**config.mk**
```make
export PLATFORM = sky130hd
export DESIGN_NAME = matrix_multiply
export DESIGN_NICKNAME = d
export VERILOG_FILES = /design/src/design/mm_pkg.sv /design/src/design/mm_ctrl.sv /design/src/design/mm_dp.sv /design/src/design/matrix_multiply.sv
export SDC_FILE = /design/constraint.sdc
export NUM_CORES = 2
export LEC_CHECK = 0
export BUFFER_PORTS_ARGS = -buffer_cell sky130_fd_sc_hd__clkbuf_2
export CAP_MARGIN = 40
export CORE_UTILIZATION = 40
export CTS_CLUSTER_SIZE = 12
export DETAILED_ROUTE_END_ITERATION = 10
export PLACE_DENSITY_LB_ADDON = 0.12
export SYNTH_ARGS = -nofsm -noshare
export SYNTH_HDL_FRONTEND = slang
export SYNTH_SLANG_ARGS = --single-unit
```
**constraint.sdc**
```tcl
create_clock -name clk -period 8.9 [get_ports clk]
set_input_delay 0.445 -clock clk [delete_from_list [all_inputs] [get_ports clk]]
set_output_delay 0.445 -clock clk [all_outputs]
set_load 0.02 [all_outputs]
```
**src/design/mm_pkg.sv**
```systemverilog
// mm_pkg: shared types, widths and register codes for the matrix multiplier
// used by mm_ctrl, mm_dp and matrix_multiply; depends on nothing else
package mm_pkg;

  // default largest matrix dimension
  localparam int MAX_DIM_DEF = 8;

  // field and register widths
  localparam int ELEM_W    = 16;
  localparam int PROD_W    = 40;
  localparam int COORD_W   = 3;
  localparam int DIM_W     = 4;
  localparam int CFG_IDX_W = 2;

  // configuration register indexes
  localparam logic [CFG_IDX_W-1:0] REG_ROWS_A     = 2'd0;
  localparam logic [CFG_IDX_W-1:0] REG_INNER_SIZE = 2'd1;
  localparam logic [CFG_IDX_W-1:0] REG_COLS_B     = 2'd2;

  // commands from the controller to the datapath
  typedef struct packed {
    logic               wr_en;    // store the incoming element
    logic               wr_b;     // element belongs to B
    logic [COORD_W-1:0] wr_row;
    logic [COORD_W-1:0] wr_col;
    logic               rd_en;    // issue one multiply-accumulate
    logic [COORD_W-1:0] rd_row;
    logic [COORD_W-1:0] rd_col;
    logic [COORD_W-1:0] rd_k;
    logic               first;    // first term of a dot product
    logic               lastk;    // last term of a dot product
    logic               lastall;  // final product element of the run
  } mm_cmd_t;

  // dimension register to (size - 1): zero counts as one, large values clamp
  function automatic logic [COORD_W-1:0] dim_m1(input logic [DIM_W-1:0] v,
                                                input int max_dim);
    logic [COORD_W-1:0] res;
    if (v == '0) begin
      res = '0;
    end else if (int'(v) > max_dim) begin
      res = COORD_W'(max_dim - 1);
    end else begin
      res = COORD_W'(v - DIM_W'(1));
    end
    return res;
  endfunction

endpackage

```
**src/design/mm_ctrl.sv**
```systemverilog
// mm_ctrl: load sequencing and multiply-accumulate sequencing state machine
// depends on mm_pkg; drives mm_dp through mm_cmd_t
module mm_ctrl #(
  parameter int MAX_DIM = mm_pkg::MAX_DIM_DEF
) (
  input  logic                        clk,
  input  logic                        rst_n,
  input  logic                        start,
  output logic                        busy,
  input  logic                        cfg_clear,
  input  logic [mm_pkg::DIM_W-1:0]    rows_a,
  input  logic [mm_pkg::DIM_W-1:0]    inner_size,
  input  logic [mm_pkg::DIM_W-1:0]    cols_b,
  input  logic                        pipe_busy,
  output mm_pkg::mm_cmd_t             cmd
);
  import mm_pkg::*;

  localparam logic [1:0] ST_IDLE  = 2'd0;
  localparam logic [1:0] ST_RUN   = 2'd1;
  localparam logic [1:0] ST_DRAIN = 2'd2;

  logic [1:0]         state_r, state_nxt;
  logic               phase_r, phase_nxt;      // 0 loading A, 1 loading B
  logic [COORD_W-1:0] ld_row_r, ld_row_nxt;
  logic [COORD_W-1:0] ld_col_r, ld_col_nxt;
  logic [COORD_W-1:0] cr_r, cr_nxt;
  logic [COORD_W-1:0] cc_r, cc_nxt;
  logic [COORD_W-1:0] ck_r, ck_nxt;

  logic [COORD_W-1:0] nr_m1, nk_m1, nc_m1;
  logic               accept;
  logic               cur_phase;
  logic [COORD_W-1:0] cur_row, cur_col;
  logic               col_end, row_end;

  // effective sizes
  assign nr_m1 = dim_m1(rows_a, MAX_DIM);
  assign nk_m1 = dim_m1(inner_size, MAX_DIM);
  assign nc_m1 = dim_m1(cols_b, MAX_DIM);

  assign busy   = (state_r != ST_IDLE);
  assign accept = start && (state_r == ST_IDLE);

  // a dimension register write drops a partial load before this cycle's element
  assign cur_phase = cfg_clear ? 1'b0 : phase_r;
  assign cur_row   = cfg_clear ? '0 : ld_row_r;
  assign cur_col   = cfg_clear ? '0 : ld_col_r;
  assign col_end   = cur_phase ? (cur_col == nc_m1) : (cur_col == nk_m1);
  assign row_end   = cur_phase ? (cur_row == nk_m1) : (cur_row == nr_m1);

  // next state and counters
  always_comb begin
    state_nxt  = state_r;
    phase_nxt  = phase_r;
    ld_row_nxt = ld_row_r;
    ld_col_nxt = ld_col_r;
    cr_nxt     = cr_r;
    cc_nxt     = cc_r;
    ck_nxt     = ck_r;
    unique case (state_r)
      ST_IDLE: begin
        phase_nxt  = cur_phase;
        ld_row_nxt = cur_row;
        ld_col_nxt = cur_col;
        if (accept) begin
          if (col_end) begin
            ld_col_nxt = '0;
            if (row_end) begin
              ld_row_nxt = '0;
              if (cur_phase) begin
                phase_nxt = 1'b0;
                state_nxt = ST_RUN;
                cr_nxt    = '0;
                cc_nxt    = '0;
                ck_nxt    = '0;
              end else begin
                phase_nxt = 1'b1;
              end
            end else begin
              ld_row_nxt = cur_row + COORD_W'(1);
            end
          end else begin
            ld_col_nxt = cur_col + COORD_W'(1);
          end
        end
      end
      ST_RUN: begin
        // one multiply-accumulate issued per cycle, k innermost
        if (ck_r == nk_m1) begin
          ck_nxt = '0;
          if (cc_r == nc_m1) begin
            cc_nxt = '0;
            if (cr_r == nr_m1) begin
              cr_nxt    = '0;
              state_nxt = ST_DRAIN;
            end else begin
              cr_nxt = cr_r + COORD_W'(1);
            end
          end else begin
            cc_nxt = cc_r + COORD_W'(1);
          end
        end else begin
          ck_nxt = ck_r + COORD_W'(1);
        end
      end
      ST_DRAIN: begin
        if (!pipe_busy) begin
          state_nxt = ST_IDLE;
        end
      end
      default: begin
        state_nxt = ST_IDLE;
      end
    endcase
  end

  // state registers
  always_ff @(posedge clk) begin
    if (!rst_n) begin
      state_r  <= ST_IDLE;
      phase_r  <= 1'b0;
      ld_row_r <= '0;
      ld_col_r <= '0;
      cr_r     <= '0;
      cc_r     <= '0;
      ck_r     <= '0;
    end else begin
      state_r  <= state_nxt;
      phase_r  <= phase_nxt;
      ld_row_r <= ld_row_nxt;
      ld_col_r <= ld_col_nxt;
      cr_r     <= cr_nxt;
      cc_r     <= cc_nxt;
      ck_r     <= ck_nxt;
    end
  end

  // commands to the datapath
  always_comb begin
    cmd         = '0;
    cmd.wr_en   = accept;
    cmd.wr_b    = cur_phase;
    cmd.wr_row  = cur_row;
    cmd.wr_col  = cur_col;
    cmd.rd_en   = (state_r == ST_RUN);
    cmd.rd_row  = cr_r;
    cmd.rd_col  = cc_r;
    cmd.rd_k    = ck_r;
    cmd.first   = (ck_r == '0);
    cmd.lastk   = (ck_r == nk_m1);
    cmd.lastall = (cr_r == nr_m1) && (cc_r == nc_m1);
  end

  // computation only starts on the transfer of the last element
  a_run_from_transfer: assert property (@(posedge clk) disable iff (!rst_n)
    (state_r != ST_RUN) ##1 (state_r == ST_RUN) |-> $past(start && !busy))
    else $error("run started without an element transfer");

  // load counters are back at the start of A while computing
  a_load_cleared: assert property (@(posedge clk) disable iff (!rst_n)
    (state_r == ST_RUN) |-> (!phase_r && ld_row_r == '0 && ld_col_r == '0))
    else $error("load counters not cleared for the run");

  // a run always ends through the drain state
  a_run_to_drain: assert property (@(posedge clk) disable iff (!rst_n)
    (state_r == ST_RUN) |=> (state_r == ST_RUN || state_r == ST_DRAIN))
    else $error("run left without draining");

endmodule

```
**src/design/mm_dp.sv**
```systemverilog
// mm_dp: element stores, multiplier pipeline and accumulator with result register
// depends on mm_pkg; commanded by mm_ctrl
module mm_dp #(
  parameter int MAX_DIM = mm_pkg::MAX_DIM_DEF
) (
  input  logic                                clk,
  input  logic                                rst_n,
  input  mm_pkg::mm_cmd_t                     cmd,
  input  logic signed [mm_pkg::ELEM_W-1:0]    in_element,
  output logic                                pipe_busy,
  output logic                                out_valid,
  output logic signed [mm_pkg::PROD_W-1:0]    out_product,
  output logic [mm_pkg::COORD_W-1:0]          out_row,
  output logic [mm_pkg::COORD_W-1:0]          out_col,
  output logic                                out_last
);
  import mm_pkg::*;

  localparam int DEPTH  = MAX_DIM * MAX_DIM;
  localparam int ADDR_W = $clog2(DEPTH);
  localparam int MUL_W  = 2 * ELEM_W;

  logic signed [ELEM_W-1:0] mem_a [DEPTH];
  logic signed [ELEM_W-1:0] mem_b [DEPTH];

  logic [ADDR_W-1:0] wr_addr, rd_addr_a, rd_addr_b;

  // stage 1: store read data
  logic                     s1_v_r;
  logic                     s1_first_r, s1_lastk_r, s1_lastall_r;
  logic [COORD_W-1:0]       s1_row_r, s1_col_r;
  logic signed [ELEM_W-1:0] a_q_r, b_q_r;

  // stage 2: product
  logic                     s2_v_r;
  logic                     s2_first_r, s2_lastk_r, s2_lastall_r;
  logic [COORD_W-1:0]       s2_row_r, s2_col_r;
  logic signed [MUL_W-1:0]  prod_r;

  // accumulator and result register
  logic signed [PROD_W-1:0] acc_r;
  logic signed [PROD_W-1:0] prod_ext, sum;
  logic                     out_valid_r, out_last_r;
  logic signed [PROD_W-1:0] out_product_r;
  logic [COORD_W-1:0]       out_row_r, out_col_r;

  // row-major store address
  function automatic logic [ADDR_W-1:0] addr(input logic [COORD_W-1:0] row,
                                             input logic [COORD_W-1:0] col);
    return ADDR_W'(int'(row) * MAX_DIM + int'(col));
  endfunction

  assign wr_addr   = addr(cmd.wr_row, cmd.wr_col);
  assign rd_addr_a = addr(cmd.rd_row, cmd.rd_k);
  assign rd_addr_b = addr(cmd.rd_k, cmd.rd_col);

  // element stores, one write port and one registered read port each
  always_ff @(posedge clk) begin
    if (cmd.wr_en && !cmd.wr_b) begin
      mem_a[wr_addr] <= in_element;
    end
    if (cmd.rd_en) begin
      a_q_r <= mem_a[rd_addr_a];
    end
  end

  always_ff @(posedge clk) begin
    if (cmd.wr_en && cmd.wr_b) begin
      mem_b[wr_addr] <= in_element;
    end
    if (cmd.rd_en) begin
      b_q_r <= mem_b[rd_addr_b];
    end
  end

  // pipeline valid bits
  always_ff @(posedge clk) begin
    if (!rst_n) begin
      s1_v_r <= 1'b0;
      s2_v_r <= 1'b0;
    end else begin
      s1_v_r <= cmd.rd_en;
      s2_v_r <= s1_v_r;
    end
  end

  // tags follow the operands
  always_ff @(posedge clk) begin
    s1_first_r   <= cmd.first;
    s1_lastk_r   <= cmd.lastk;
    s1_lastall_r <= cmd.lastall;
    s1_row_r     <= cmd.rd_row;
    s1_col_r     <= cmd.rd_col;
    s2_first_r   <= s1_first_r;
    s2_lastk_r   <= s1_lastk_r;
    s2_lastall_r <= s1_lastall_r;
    s2_row_r     <= s1_row_r;
    s2_col_r     <= s1_col_r;
    prod_r       <= a_q_r * b_q_r;
  end

  // accumulate, restarting on the first term of each dot product
  assign prod_ext = PROD_W'(prod_r);
  assign sum      = s2_first_r ? prod_ext : (acc_r + prod_ext);

  always_ff @(posedge clk) begin
    if (s2_v_r) begin
      acc_r <= sum;
    end
    if (s2_v_r && s2_lastk_r) begin
      out_product_r <= sum;
      out_row_r     <= s2_row_r;
      out_col_r     <= s2_col_r;
    end
  end

  // result strobe, one cycle per finished element
  always_ff @(posedge clk) begin
    if (!rst_n) begin
      out_valid_r <= 1'b0;
      out_last_r  <= 1'b0;
    end else begin
      out_valid_r <= s2_v_r && s2_lastk_r;
      out_last_r  <= s2_v_r && s2_lastk_r && s2_lastall_r;
    end
  end

  assign pipe_busy   = s1_v_r || s2_v_r;
  assign out_valid   = out_valid_r;
  assign out_product = out_product_r;
  assign out_row     = out_row_r;
  assign out_col     = out_col_r;
  assign out_last    = out_last_r;

  // a result only follows the final term of a dot product
  a_out_after_lastk: assert property (@(posedge clk) disable iff (!rst_n)
    out_valid_r |-> $past(s2_v_r && s2_lastk_r))
    else $error("result without a completed dot product");

  // last marker only rides on a result
  a_last_with_valid: assert property (@(posedge clk) disable iff (!rst_n)
    out_last_r |-> out_valid_r)
    else $error("last marker without a result");

  // read data only arrives for an issued multiply-accumulate
  a_read_issued: assert property (@(posedge clk) disable iff (!rst_n)
    s1_v_r |-> $past(cmd.rd_en))
    else $error("operand stage valid without a read");

endmodule

```
**src/design/matrix_multiply.sv**
```systemverilog
// matrix_multiply: top level with dimension registers, controller and datapath
// depends on mm_pkg, mm_ctrl and mm_dp
//
// Elements of A (row-major) and then B (row-major) are loaded one per cycle:
// an element transfers on a clock edge with start high and busy low. The
// transfer of the last B element raises busy; the product is then formed by
// one shared 16x16 multiplier and a 40-bit accumulator, one multiply-
// accumulate per cycle, and busy falls once the multiplier pipeline has drained.
// Each result appears once its dot product is complete, in row-major order,
// on out_product/out_row/out_col for a single cycle with out_valid high and
// out_last set on the final element; there is no back-pressure, so the
// receiver must take each result as it is shown.
// Writing a dimension register while loading drops the partial load.
module matrix_multiply #(
  parameter int MAX_DIM = mm_pkg::MAX_DIM_DEF
) (
  input  logic                              clk,
  input  logic                              rst_n,
  input  logic                              start,
  output logic                              busy,
  input  logic signed [mm_pkg::ELEM_W-1:0]  in_element,
  output logic                              out_valid,
  output logic signed [mm_pkg::PROD_W-1:0]  out_product,
  output logic [mm_pkg::COORD_W-1:0]        out_row,
  output logic [mm_pkg::COORD_W-1:0]        out_col,
  output logic                              out_last,
  input  logic                              cfg_we,
  input  logic [mm_pkg::CFG_IDX_W-1:0]      cfg_index,
  input  logic [mm_pkg::DIM_W-1:0]          cfg_data
);
  import mm_pkg::*;

  logic [DIM_W-1:0] rows_a_r, inner_size_r, cols_b_r;
  logic             cfg_clear;
  logic             pipe_busy;
  mm_cmd_t          cmd;

  // a write to a known register restarts loading
  assign cfg_clear = cfg_we && ((cfg_index == REG_ROWS_A) ||
                                (cfg_index == REG_INNER_SIZE) ||
                                (cfg_index == REG_COLS_B));

  // dimension registers
  always_ff @(posedge clk) begin
    if (!rst_n) begin
      rows_a_r     <= DIM_W'(8);
      inner_size_r <= DIM_W'(8);
      cols_b_r     <= DIM_W'(8);
    end else if (cfg_we) begin
      unique case (cfg_index)
        REG_ROWS_A:     rows_a_r     <= cfg_data;
        REG_INNER_SIZE: inner_size_r <= cfg_data;
        REG_COLS_B:     cols_b_r     <= cfg_data;
        default: begin
        end
      endcase
    end
  end

  mm_ctrl #(
    .MAX_DIM (MAX_DIM)
  ) u_ctrl (
    .clk        (clk),
    .rst_n      (rst_n),
    .start      (start),
    .busy       (busy),
    .cfg_clear  (cfg_clear),
    .rows_a     (rows_a_r),
    .inner_size (inner_size_r),
    .cols_b     (cols_b_r),
    .pipe_busy  (pipe_busy),
    .cmd        (cmd)
  );

  mm_dp #(
    .MAX_DIM (MAX_DIM)
  ) u_dp (
    .clk         (clk),
    .rst_n       (rst_n),
    .cmd         (cmd),
    .in_element  (in_element),
    .pipe_busy   (pipe_busy),
    .out_valid   (out_valid),
    .out_product (out_product),
    .out_row     (out_row),
    .out_col     (out_col),
    .out_last    (out_last)
  );

endmodule

```
# After elaboration in Yosys (flattened, before gate mapping)

Memory sizes are Yosys's and may differ from the RTL's. A register that Yosys moved wholly into a read port is not among the register bits.
Cells that the tools add are included.

Add/sub/neg operators: 12
$mul: 1
Magnitude comparators: 3
Equal/unequal tests: 19
Muxes and demuxes: 47
Reductions and logical operators: 26

Operators with widths:

| cell                                                   | number |
|---|---|
| 2-to-1 mux 3 bit                                       | 23 |
| adder 40 x 32 -> 40 bit                                | 1 |
| 2-to-1 mux 40 bit                                      | 1 |
| multiplier 16 x 16 -> 32 bit                           | 1 |
| equality test 3 bit                                    | 7 |
| adder 6 x 3 -> 6 bit                                   | 3 |
| one-hot mux 3 bit (2 select lines)                     | 3 |
| 2-to-1 mux 2 bit                                       | 8 |
| adder 3 x 1 -> 3 bit (second input constant)           | 5 |
| > comparator 4 bit (second input constant)             | 3 |
| zero test 4 bit                                        | 3 |
| 2-to-1 mux 1 bit                                       | 11 |
| subtractor 3 x 1 -> 3 bit (second input constant)      | 3 |
| inequality test 2 x 1 -> 1 bit (second input constant) | 4 |
| inequality test 2 bit (second input constant)          | 4 |
| AND reduction 8 bit                                    | 1 |
| logical AND 1 bit                                      | 7 |
| AND reduction 7 bit                                    | 1 |
| one-hot mux 2 bit (3 select lines)                     | 1 |
| AND reduction 2 bit                                    | 3 |
| AND reduction 6 bit                                    | 1 |
| AND reduction 5 bit                                    | 1 |
| equality test 2 x 1 -> 1 bit (second input constant)   | 2 |
| equality test 2 bit (second input constant)            | 2 |
| 5 further kinds                                        | 9 |

Bits in registers: 170
Bits in writable memories: 2048
Input bits: 26
Output and inout port bits: 49
Word-level logic and storage cells: 139
Memories: 2

Memory list:

| memory     | depth | bits a word | rd ports | clocked after memory_dff | write ports | line        | text |
|---|---|---|---|---|---|---|---|
| u_dp.mem_a | 64    | 16          | 1        | 1                        | 1           | mm_dp.sv:23 | `logic signed [ELEM_W-1:0] mem_a [DEPTH];` |
| u_dp.mem_b | 64    | 16          | 1        | 1                        | 1           | mm_dp.sv:24 | `logic signed [ELEM_W-1:0] mem_b [DEPTH];` |

# Longest topological paths before layout

Word-level depth: 11
Gate-level depth with buffers: 25
Gate-level depth less buffers: 24

# Cells and area by module

Synthesis repeated with hierarchy kept, for this count alone.

Cells, all modules: 4921
Area total of the unflattened synthesis: 96905.4 um2

By module, submodules not included:

| module          | instances | cells an instance | area each (um2) | seq. area each (um2) |
|---|---|---|---|---|
| mm_dp           | 1         | 4660              | 94785.9         | 66123.4 |
| mm_ctrl         | 1         | 216               | 1635.3          | 360.3 |
| matrix_multiply | 1         | 45                | 484.2           | 240.2 |

# Worst setup path after synthesis

OpenSTA, ideal clock, no wires.

Path kind: register -> register
Start: register u_dp.a_q_r[15] (read register of u_dp.mem_a)
End: register u_dp.prod_r[31]
Setup time: 72 ps
Arrival time: 6113 ps
Required time: 8828 ps
Path slack: 2715 ps
Stages on the path, launching flop included: 22
Path buffers: 1
Period minus slack after synthesis: 6185 ps
Cell sequence: edfxtp_1 clkbuf_1 nand2_1 inv_1 fa_1 fa_1 fa_1 fa_1 fa_1 inv_1 fa_1 inv_1 ha_1 o21ai_0 nor2_1 and3_1 a311o_1 o211ai_1 o211ai_1 a31o_2 a21oi_1 xnor2_1

Word-level cells in the longest chain between the ends: 1

Ends and longest elaborated chain:

| what                         | line        | text |
|---|---|---|
| from (decl)                  | mm_dp.sv:32 | `logic signed [ELEM_W-1:0] a_q_r, b_q_r;` |
| multiplier 16 x 16 -> 32 bit | mm_dp.sv:99 | `prod_r <= a_q_r * b_q_r;` |
| to (signal assigned)         | mm_dp.sv:99 |  |
| to (decl)                    | mm_dp.sv:38 | `logic signed [MUL_W-1:0] prod_r;` |

Every way passes these cells.
A chain may end at the register's enable or synchronous reset.

# Worst setup path in the final report

Start: register u_dp.b_q_r[1] (read register of u_dp.mem_b)
End: register u_dp.prod_r[31]

Word-level cells in the longest chain between the ends: 1

Ends and longest elaborated chain:

| what                         | line |
|---|---|
| from (decl)                  | mm_dp.sv:32 |
| multiplier 16 x 16 -> 32 bit | mm_dp.sv:99 |

Every way passes these cells.

==> metrics.cfg <==
[run_status]
status = completed

[yosys]
yosysWarnings = 0
syn_nets = 5394
synthFlopType = edfxtp_1
synth_top_area_cell = edfxtp_1
synthArstFlopShare_pct = 0
syn_inst = 4975
yosysUniqueCellTypes = 70
ys_seq_elements = 2250
syn_area_per_cell_um2 = 19.5
synth_area_mm2 = 0.0970
synth_edf_count = 2166
ys_seq_area_share_pct = 68.8
synth_area_leaders = edfxtp_1, mux4_2, fa_1
synth.most_common_cell = edfxtp_1
synth_common_cells = edfxtp_1, mux4_2, inv_1
synth_top_area_share_pct = 67.1

[placement]
detailed_place_hpwl_mm = 150
io_buffer_count = 74
place_congestion = 0.843

[cells_and_area]
final_nets = 5671
areaGrowthSynthToFinish_pct = 13.2
drive_gt1_share_pct = 23.6

[sta]
fin_crit_sh_pct = 76.5
fin_crit_ps = 6810
hold_violations = 0
holdWs_ps = 68.2
slew_headroom_pct = 14.3
rsz0062_at_grt = false
slew_violations = 0
tightest_slew_ps = 1290
setup_viol = 0
setup-tns-final_ps = 0
fmax_ghz = 0.147
fin_skew_ps = 58.5

[hold_path]
hold_depth = 1
hold_path_class = in2reg
hold_end = u_dp.mem_a[24][9]$_DFFE_PP_
min-delay-start = in_element[9]

[die]
ios = 75
core-area_mm2 = 0.241
die_height_um = 494
start_util_pct = 40.3
row_count = 180
dieArea_mm2 = 0.244
die_w_um = 494

[global_routing]
track_usage_pct = 20.2
grt-ovfl-total = 0
grt_pass1_wl_mm = 355
grt_max_degree = 135
first_global_vias = 49400
grt_antenna_before_repair = 17

[clocking]
clk_pin_slew_ps = 60
cts_tree = built
cts_num_sinks = 2250
numCtsBuffers = 232
cts_resized = 0
clk_latency_ps = 890
cts_htree_levels = 4
root_buffer = clkbuf_16
ctsLongestPathBuffers = 3

[route]
post_drt_via_cell_ratio = 5.46
drc_errors = 0
totalWireLength_mm = 244
num_vias = 47100
route.antenna.remaining_nets = 0
drt_iter0_markers = 4140
wl_per_cell_um = 28.3
dr.pass1.iters = 5

[critical_path]
critical_path.cell_chain = nand2_1, inv_1, fa_1, fa_1, fa_1, fa_1, fa_1, inv_1, fa_1, inv_1, ha_1, o21ai_0, nor2_1, and3_1, a311o_1, o211ai_1, o211ai_1, a31o_2, a21oi_1, xnor2_1
crit_path_end_kind = flop
r2r-start = u_dp.b_q_r[1]$_DFFE_PP_
required_ps = 9710
r2r_slack_ps = 2090
timing.rr.end = u_dp.prod_r[31]$_DFF_P_
critPathTopFamily = adder cells
cp-start-kind = flop
path_class = reg2reg
cp_common_cell = fa_1
cp_slowest_stage_delay_ps = 840
crit_fanout = 16
cpMaxStageDelayCell = fa_1
cp.arrival_ps = 7620
crit_buf_inv = 3
r2r_cells = 20
cp-startpoint = u_dp.b_q_r[1]$_DFFE_PP_

[power]
peakVddDrop_mv = 0.165
p_leak_nw = 35.7
finalPower_mw = 21.2
power_density_mw_per_mm2 = 193

[job]
drv_cap = 0

-- what timing repair did --
action | 4_1_cts | 5_1_grt
endpoints found under the setup margin | 0 | 0
hold buffers | 7 | 0
buffers inserted | 0 | 0
hold endpoints to repair | 22 | 0
-- kinds of logic after synthesis --
logic type,count (synthesis),share of synthesized area [%]
DFF,2250,68.8
and+or+nand+nor,693,3.37
muxes,688,15.8
buffers and inverters,570,2.22
adders and majority gates,398,7.16
AOI/OAI and AO/OA,292,1.92
xor gates and xnor gates,84,0.759
-- registers in the layout, indices dropped and copies added, names as in the netlist, 3 cells and up --
| signal | cells |
|---|---|
| u_dp.acc_r | 40 |
| rows_a_r | 4 |
| u_dp.s2_col_r | 3 |
| u_dp.b_q_r | 16 |
| u_dp.out_row | 3 |
| cols_b_r | 4 |
| u_dp.s2_row_r | 3 |
| u_ctrl.cc_r | 3 |
| u_dp.prod_r | 32 |
| u_ctrl.ck_r | 3 |
| u_dp.out_col | 3 |
| u_ctrl.ld_row_r | 3 |
| u_dp.mem_a | 1024 |
| u_ctrl.cr_r | 3 |
| u_dp.s1_col_r | 3 |
| inner_size_r | 4 |
| u_dp.out_product | 40 |
| u_dp.a_q_r | 16 |
| u_dp.mem_b | 1024 |
| u_dp.s1_row_r | 3 |
| u_ctrl.ld_col_r | 3 |
-- worst register-to-register path: stages (launching register included) --
cell	delay, ps
edfxtp_1	740
nand2_1	200
inv_1	160
fa_1	540
fa_1	840
fa_1	530
fa_1	510
fa_1	490
inv_1	50
fa_1	470
inv_1	40
ha_1	320
o21ai_0	230
nor2_1	100
and3_1	200
a311o_1	340
o211ai_1	270
o211ai_1	170
a31o_2	260
a21oi_1	170
xnor2_1	130
-- final cells by class --
cell class,instances,area (µm²)
fill,20300,131000
sequential,2250,66800
multi-input combinational,2155,28200
clock buffer,314,6210
tap,3185,3990
timing repair buffer,274,2380
inverter,339,1270
clock inverter,107,991
antenna,3,7.51
-- worst max path at each step --
stage	end	slack [ps]	cells after the start
floorplan	u_dp.prod_r[31]$_DFF_P_	2720	21
global placement	u_dp.prod_r[31]$_DFF_P_	2000	21
detailed placement	u_dp.prod_r[31]$_DFF_P_	2050	20
CTS	u_dp.prod_r[31]$_DFF_P_	2050	20
global route	u_dp.prod_r[31]$_DFF_P_	1570	20
finish	u_dp.prod_r[31]$_DFF_P_	2090	20
-- layer usage --
layer | wire length (µm) | vias to the layer above | global-route usage (%)
met3 | 10800 | 254 | 2.49
met4 | 3680 | 0 | 4.16
met2 | 115000 | 1117 | 31.9
met1 | 115000 | 25600 | 30.3
met5 | 0 | - | 0
li1 | - | 20100 | -
-- through the flow --
step | setup slack, ps | instance area (µm²) | std cells | util, %
detailed placement | 2050 | 103000 | 8195 | 42.6
global route | 1570 | 110000 | 8625 | 45.6
CTS | 2050 | 110000 | 8623 | 45.6
finish | 2090 | 110000 | 8627 | 45.6
global placement | 2000 | 102000 | 8168 | 42.3
floorplan | 2720 | 97000 | 4975 | -
-- cell usage in the layout, fill, tap and decap left out, types with 87 or more instances in the layout --
| cell type | instances |
|---|---|
| and2_1 | 129 |
| buf_4 | 177 |
| clkbuf_16 | 234 |
| ha_1 | 130 |
| o21ai_0 | 87 |
| nand2_1 | 231 |
| nor2_1 | 176 |
| inv_1 | 336 |
| mux4_2 | 672 |
| fa_1 | 263 |
| edfxtp_1 | 2166 |
-- power breakdown --
part	total (mW)	switching, mW	internal [mW]	leakage (nW)
combinational	0.282	0.232	0.0496	12.1
sequential	11.6	0.00593	11.6	20.2
clock	9.26	4.04	5.22	3.50
total	21.2	4.28	16.9	35.7
Note: power is estimated with default switching activity, not from simulation.
